[config.mk]
export PLATFORM = sky130hd
export DESIGN_NAME = keypad_code_lock_core
export DESIGN_NICKNAME = d
export VERILOG_FILES = /design/src/design/kcl_pkg.sv /design/src/design/keypad_code_lock_core.sv
export SDC_FILE = /design/constraint.sdc
export NUM_CORES = 1
export LEC_CHECK = 0
export ABC_AREA = 1
export BUFFER_PORTS_ARGS = -buffer_cell sky130_fd_sc_hd__buf_2
export CAP_MARGIN = 20
export CORE_MARGIN = 2
export CORE_UTILIZATION = 54
export CTS_CLUSTER_DIAMETER = 30
export CTS_CLUSTER_SIZE = 8
export DETAILED_ROUTE_END_ITERATION = 10
export HOLD_SLACK_MARGIN = 0.05
export PLACE_DENSITY = 0.75
export SLEW_MARGIN = 30
export SYNTH_ARGS = -nofsm -noshare
export SYNTH_HDL_FRONTEND = slang
export SYNTH_SLANG_ARGS = --single-unit
[constraint.sdc]
create_clock -name clk -period 1.4 [get_ports clk]
set_input_delay 0.21 -clock clk [delete_from_list [all_inputs] [get_ports clk]]
set_output_delay 0.21 -clock clk [all_outputs]
set_load 0.01 [all_outputs]
[src/design/kcl_pkg.sv]
// Package for the keypad code lock: item types, event and status codes,
// code length and the factory code. No dependencies.
package kcl_pkg;

  localparam int CODE_LENGTH = 6;
  localparam int POS_W       = $clog2(CODE_LENGTH + 1);

  // Event kinds
  localparam logic [1:0] FUNC_DIGIT  = 2'd0;
  localparam logic [1:0] FUNC_CLEAR  = 2'd1;
  localparam logic [1:0] FUNC_ENTER  = 2'd2;
  localparam logic [1:0] FUNC_CHANGE = 2'd3;

  // Result status codes
  localparam logic [2:0] ST_DIGIT    = 3'd0;
  localparam logic [2:0] ST_CLEARED  = 3'd1;
  localparam logic [2:0] ST_UNLOCKED = 3'd2;
  localparam logic [2:0] ST_WRONG    = 3'd3;
  localparam logic [2:0] ST_CHANGED  = 3'd4;
  localparam logic [2:0] ST_MODE_ON  = 3'd5;
  localparam logic [2:0] ST_MODE_OFF = 3'd6;

  localparam logic [3:0] MAX_DIGIT = 4'd9;

  typedef logic [CODE_LENGTH-1:0][3:0] code_t;

  typedef struct packed {
    logic [1:0] func;
    logic [3:0] digit;
  } kcl_in_t;

  typedef struct packed {
    logic [2:0] status;
    logic       unlock;
  } kcl_out_t;

  localparam int         BASE_LEN = 6;
  localparam logic [3:0] BASE_CODE [BASE_LEN] = '{4'd2, 4'd7, 4'd0, 4'd9, 4'd5, 4'd6};

  // Factory code: base digits first, zero beyond them.
  function automatic code_t kcl_default_code();
    code_t c;
    c = '0;
    for (int k = 0; k < CODE_LENGTH; k++) begin
      if (k < BASE_LEN) begin
        c[k] = BASE_CODE[k];
      end
    end
    return c;
  endfunction

  localparam code_t DEFAULT_CODE = kcl_default_code();

endpackage

[src/design/keypad_code_lock_core.sv]
// Keypad code lock core: entry buffer, stored code and change mode.
// Depends on kcl_pkg.
//
//  channel | signals                         | moves
//  --------+---------------------------------+-------------------------------
//  key     | key_valid, key_ready, key_item  | one keypad or button event
//  res     | res_valid, res_ready, res_item  | one status result per event
//
// An accepted item is captured in the input register; the decode/compare
// logic then loads its result into the result register once that register
// is free or draining. One item per cycle is sustained while res_ready is
// high.
// Reset (rst, synchronous) restores the factory code, clears the entry,
// the position and change mode, and empties both registers.
// A stalled result holds the processing stage; the input register still
// takes one more item, then key_ready drops until the result moves.
module keypad_code_lock_core (
  input  logic             clk,
  input  logic             rst,
  input  logic             key_valid,
  output logic             key_ready,
  input  kcl_pkg::kcl_in_t key_item,
  output logic             res_valid,
  input  logic             res_ready,
  output kcl_pkg::kcl_out_t res_item
);
  import kcl_pkg::*;

  // Input register
  logic    in_vld;
  kcl_in_t in_q;

  // Lock state
  code_t            entry_digits, entry_digits_next;
  code_t            code_digits, code_digits_next;
  logic [POS_W-1:0] entry_position, entry_position_next;
  logic             change_mode, change_mode_next;

  kcl_out_t res_next;
  logic     fire;
  logic     code_match;

  // Process the held item whenever the result register is free or draining.
  assign fire      = in_vld && (!res_valid || res_ready);
  assign key_ready = !in_vld || fire;

  always_ff @(posedge clk) begin
    if (rst) begin
      in_vld <= 1'b0;
    end else if (key_ready) begin
      in_vld <= key_valid;
    end
    if (key_valid && key_ready) begin
      in_q <= key_item;
    end
  end

  // Full-width compare of entry against the stored code.
  assign code_match = (entry_digits == code_digits);

  always_comb begin
    entry_digits_next   = entry_digits;
    code_digits_next    = code_digits;
    entry_position_next = entry_position;
    change_mode_next    = change_mode;
    res_next.status     = ST_DIGIT;
    res_next.unlock     = 1'b0;

    unique case (in_q.func)
      FUNC_DIGIT: begin
        // Digits above nine and digits past a full buffer are dropped.
        if (in_q.digit <= MAX_DIGIT && entry_position < POS_W'(CODE_LENGTH)) begin
          for (int k = 0; k < CODE_LENGTH; k++) begin
            if (entry_position == POS_W'(k)) begin
              entry_digits_next[k] = in_q.digit;
            end
          end
          entry_position_next = entry_position + POS_W'(1);
        end
        res_next.status = ST_DIGIT;
      end
      FUNC_CLEAR: begin
        entry_digits_next   = '0;
        entry_position_next = '0;
        res_next.status     = ST_CLEARED;
      end
      FUNC_ENTER: begin
        entry_position_next = '0;
        if (change_mode) begin
          // New code taken as entered, no compare.
          code_digits_next = entry_digits;
          change_mode_next = 1'b0;
          res_next.status  = ST_CHANGED;
        end else if (code_match) begin
          res_next.status = ST_UNLOCKED;
          res_next.unlock = 1'b1;
        end else begin
          res_next.status = ST_WRONG;
        end
      end
      FUNC_CHANGE: begin
        entry_position_next = '0;
        if (code_match) begin
          change_mode_next = !change_mode;
          res_next.status  = change_mode ? ST_MODE_OFF : ST_MODE_ON;
        end else begin
          res_next.status = ST_WRONG;
        end
      end
    endcase
  end

  always_ff @(posedge clk) begin
    if (rst) begin
      entry_digits   <= '0;
      code_digits    <= DEFAULT_CODE;
      entry_position <= '0;
      change_mode    <= 1'b0;
      res_valid      <= 1'b0;
    end else begin
      if (fire) begin
        entry_digits   <= entry_digits_next;
        code_digits    <= code_digits_next;
        entry_position <= entry_position_next;
        change_mode    <= change_mode_next;
        res_valid      <= 1'b1;
      end else if (res_ready) begin
        res_valid <= 1'b0;
      end
    end
    if (fire) begin
      res_item <= res_next;
    end
  end

endmodule

After elaboration in Yosys (flattened, before gate mapping)
Cells that the tools add are included.
{"block": "word_totals", "wordCells": 85, "latchBits": 0, "ram_bits": 0, "reg_bits": 64, "n_memories": 0, "rom_bits": 0, "out_inout_bits": 6}
{"block": "op_classes", "n_shift": 0, "reduce_logical": 24, "addsub": 1, "n_bitwise": 1, "mux": 20, "n_mul": 0, "eq_ne": 17, "div_mod_pow": 0, "magnitude_cmp": 2}
{"cell": "24-bit one-hot mux with 2 select lines", "count": 1}
{"cell": "24-bit equality test", "count": 1}
{"cell": "24-bit two-way mux", "count": 1}
{"cell": "4-bit two-way mux", "count": 6}
{"cell": "4-bit AND reduction", "count": 6}
{"cell": "2-bit != test (second input constant)", "count": 8}
{"cell": "3-bit one-hot mux with 4 select lines", "count": 1}
{"cell": "3-bit two-way mux", "count": 3}
{"cell": "3-bit by 2-bit equality test with 1-bit output (second input constant)", "count": 2}
{"cell": "3-bit equality test (second input constant)", "count": 2}
{"cell": "3-bit one-hot mux with 2 select lines", "count": 1}
{"cell": "3-bit AND reduction", "count": 2}
{"cell": "2-bit nonzero test", "count": 3}
{"cell": "1-bit two-way mux", "count": 5}
{"cell": "2-bit equality test (second input constant)", "count": 2}
{"cell": "4-bit <= comparator (second input constant)", "count": 1}
{"cell": "3-bit by 1-bit adder with 3-bit output (second input constant)", "count": 1}
{"cell": "3-bit by 1-bit equality test with 1-bit output (second input constant)", "count": 1}
{"cell": "1-bit logical AND", "count": 3}
{"cell": "1-bit logical NOT", "count": 3}
{"cell": "3-bit logical NOT", "count": 1}
{"cell": "3-bit < comparator (second input constant)", "count": 1}
{"cell": "3-bit OR reduction", "count": 1}
{"cell": "2-bit by 1-bit equality test with 1-bit output (second input constant)", "count": 1}
{"cell": "other kinds (7)", "count": 8}

Depth between registers and ports, before layout
{"block": "depth", "word_depth": 5, "mapped_depth": 11}

Worst setup path after synthesis
Ideal clock, no wire load.
{"block": "synth_path", "kind": "reg2reg", "start": "register res_valid", "end": "register entry_digits[4] (netlist bit)", "stages_incl_launch_ff": 9, "period_less_slack_ns": 1.399, "required_ns": 1.278, "arrival_ns": 1.277, "path_slack_ns": 0.001, "cell_sequence": "dfxtp_1 -> nand2_1 -> nand2_1 -> inv_1 -> nand2_4 -> nor2_4 -> nand2_1 -> o21ai_0 -> a21oi_1"}
{"block": "synth_between", "elab_chain_len": 4}
{"item": "start, declared", "line": "keypad_code_lock_core.sv:23", "source": "output logic res_valid,"}
{"item": "start signal, assigned", "line": "keypad_code_lock_core.sv:119", "source": "res_valid <= 1'b0;"}
{"item": "start signal, assigned", "line": "keypad_code_lock_core.sv:126", "source": "res_valid <= 1'b1;"}
{"item": "start signal, assigned", "line": "keypad_code_lock_core.sv:128", "source": "res_valid <= 1'b0;"}
{"item": "1-bit logical NOT", "line": "keypad_code_lock_core.sv:44", "source": "assign fire = in_vld && (!res_valid || res_ready);"}
{"item": "1-bit logical OR", "line": "keypad_code_lock_core.sv:44"}
{"item": "1-bit logical AND", "line": "keypad_code_lock_core.sv:44"}
{"item": "via fire", "line": "keypad_code_lock_core.sv:40", "source": "logic fire;"}
{"item": "4-bit AND reduction (no line)"}
{"item": "end signal, assigned", "line": "keypad_code_lock_core.sv:122", "source": "entry_digits <= entry_digits_next;"}
{"item": "end, declared", "line": "keypad_code_lock_core.sv:34", "source": "code_t entry_digits, entry_digits_next;"}
The timed path passes the listed nets, and every way through them passes these cells.
A chain may end at the register's enable or synchronous reset.

==> out/qor.yml <==
path_common_cell: "nand2_1"
clk_path_buf_depth: 2
rsz0062_at_grt: "true"
yosys_warnings: 0
violations: "setup timing"
syn_to_final_growth_pct: 51.9
drt_iter0_drc: 328
synth_cells: 383
final-max-slew-violation-count: 0
yosys.area.top_type: "dfxtp_1"
leakagePower_nw: 1.82
synthDistinctLibCells: 22
synth_area_per_cell_um2: 7.39
htree_levels: 3
root_buffer: "clkbuf_8"
startpoint_type: "flip-flop"
syn_nets: 398
setup_ws_ns: -0.308
min_path_type: "in -> reg"
setup_viol: 54
drive_above_1_share: 0.415
syn_area_um2: 2830
hpwl_um: 4020
antenna_found_initial: 0
dieHeight_um: 76.4
numCtsBuffers: 9
synth_top_area_frac: 0.382
die-area_um2: 5840
cp-end-kind: "flip-flop"
clkSinkCount: 64
crit_fanout: 3
grt_max_degree: 33
worstPathRequired_ns: 1.48
final_common_cell: "nand2_1"
cpMaxStageDelayCell: "dfxtp_1"
p_per_area_nw_per_um2: 949
core_um2: 5070
die_x_um: 76.4
relSlewSlack: 0.679
synthTopCellsByArea: "dfxtp_1, nand2_1, edfxtp_1"
drc: 0
synth-seq-cells: 64
fmax_mhz: 585
place_area_um2: 3250
io_pins: 16
period_needed_ns: 1.71
layout_common_cells: "nand2_1, inv_1, buf_4"
diodes: 0
ys_seq_area_frac: 0.488
outcome: "finished, violations left"
port_buffers: 15
cts_tree: "built"
worst_pin_slew_ns: 0.481
clock_latency_ns: 0.35
clock-skew-final_ns: 0.0119
finalNetCount: 483
arrival_ns: 1.79
grt_pass1_vias: 2939
ant_nets: 0
row_count: 26
timing.hold.ws_ns: 0.147
worstSetupPathType: "reg -> reg"
track_usage: 0.300
avgRoutedWirePerCell_um: 20.2
finalCritPeriodShare: 1.22
place_ws_ns: -0.169
final-hold-violation-count: 0
first_pass_iters: 6
initial_core_util: 0.558
routabilityCongestion: 0.815
final_util: 0.848
vias: 3256
cts.clk_slew.worst_paths_ns: 0.07
crit_chain: "inv_1, nand2_1, nand2_1, nor2_1, nand2_1, nor2_4, nand3_4, nand2_4, o211ai_1"
max_stage_delay_ns: 0.39
drt_wl_total_um: 11000
design_area_um2: 4300
gr-total-overflow: 0
cap_violations: 0
grt_pass1_wl_um: 13400
ir_drop_mv: 0.944
via_per_inst: 6.01
[registers in the layout (all words and copies together) (netlist names)]
register / cells
code_digits: 24
in_q: 6
entry_position: 3
res_item: 4
change_mode: 1
entry_digits: 24
res_valid: 1
in_vld: 1
[synthesized netlist by cell type]
| cell | instances |
|---|---|
| a211oi_1 | 8 |
| a21oi_1 | 48 |
| buf_1 | 2 |
| buf_2 | 3 |
| buf_4 | 2 |
| clkbuf_1 | 3 |
| dfxtp_1 | 54 |
| edfxtp_1 | 10 |
| ha_1 | 5 |
| inv_1 | 63 |
| nand2_1 | 91 |
| nand2_2 | 1 |
| nand2_4 | 1 |
| nand3_1 | 4 |
| nand3b_1 | 1 |
| nor2_1 | 32 |
| nor2_4 | 1 |
| nor3_1 | 1 |
| o211ai_1 | 1 |
| o21ai_0 | 49 |
| o21ai_2 | 1 |
| xor2_1 | 2 |
[what timing repair did]
item,CTS,global route
buffers inserted,11,10
pin swaps,16,22
setup endpoints to repair,42,56
gates cloned,7,0
hold buffers,6,0
resized for setup,116,71
hold endpoints to repair,6,0
[critical path, delay by kind of cell, from the launching register on]
family                 cells  cell delay (ns)
AO/OA/AOI/OAI              1             0.11
buffers and inverters      1             0.09
flip-flops                 1             0.39
AND/OR/NAND/NOR            7             0.86
[worst paths after layout]
path                                   endpoint  cells after the start             from  slack, ns
worst max-delay path                res_item[2]                      9  entry_digits[1]      -0.31
worst min-delay path            code_digits[17]                      4              rst       0.15
worst max register to register      res_item[2]                      9  entry_digits[1]      -0.31
worst min register to register   code_digits[4]                      2   code_digits[4]       0.48
[where the power goes]
group | leakage, nW | switching (mW) | internal (mW)
registers | 0.542 | 0.0489 | 1.93
clock network | 0.0958 | 0.716 | 0.830
logic | 1.18 | 0.338 | 0.219
total | 1.82 | 1.10 | 2.98
[logic make-up after synthesis]
| logic type | after synthesis | share of synthesized area |
|---|---|---|
| AOI/OAI and AO/OA | 107 | 0.198 |
| adders and majority gates | 5 | 0.0221 |
| xor gates and xnor gates | 2 | 0.00619 |
| DFF | 64 | 0.488 |
| and+or+nand+nor | 132 | 0.185 |
| buffers and inverters | 73 | 0.101 |
[final cells by class]
type / count / area (um2)
sequential: 64 / 1410
inverter: 63 / 236
timing repair buffer: 84 / 823
fill: 230 / 773
clock buffer: 15 / 186
tap: 70 / 87.6
multi-input combinational: 246 / 1560
[layer usage]
metal	routed length, um	global-route usage	vias to the layer above	share of wire
met2	5370	0.516	279	0.49
li1	-	-	1397	-
met5	0	0	-	0
met3	1090	0.0521	81	0.099
met4	769	0.244	0	0.070
met1	3720	0.321	1499	0.34
[stage by stage]
stage / instances / setup TNS (ns) / power (mW)
finish: 542 / -8.92 / 4.08
global route: 542 / -11.08 / 4.19
CTS: 535 / -1.98 / 3.91
detailed placement: 496 / -3.24 / 2.35
global placement: 496 / -1.15 / 2.34
floorplan: 383 / 0 / 2.20
Note: power is estimated with default switching activity, not from simulation.
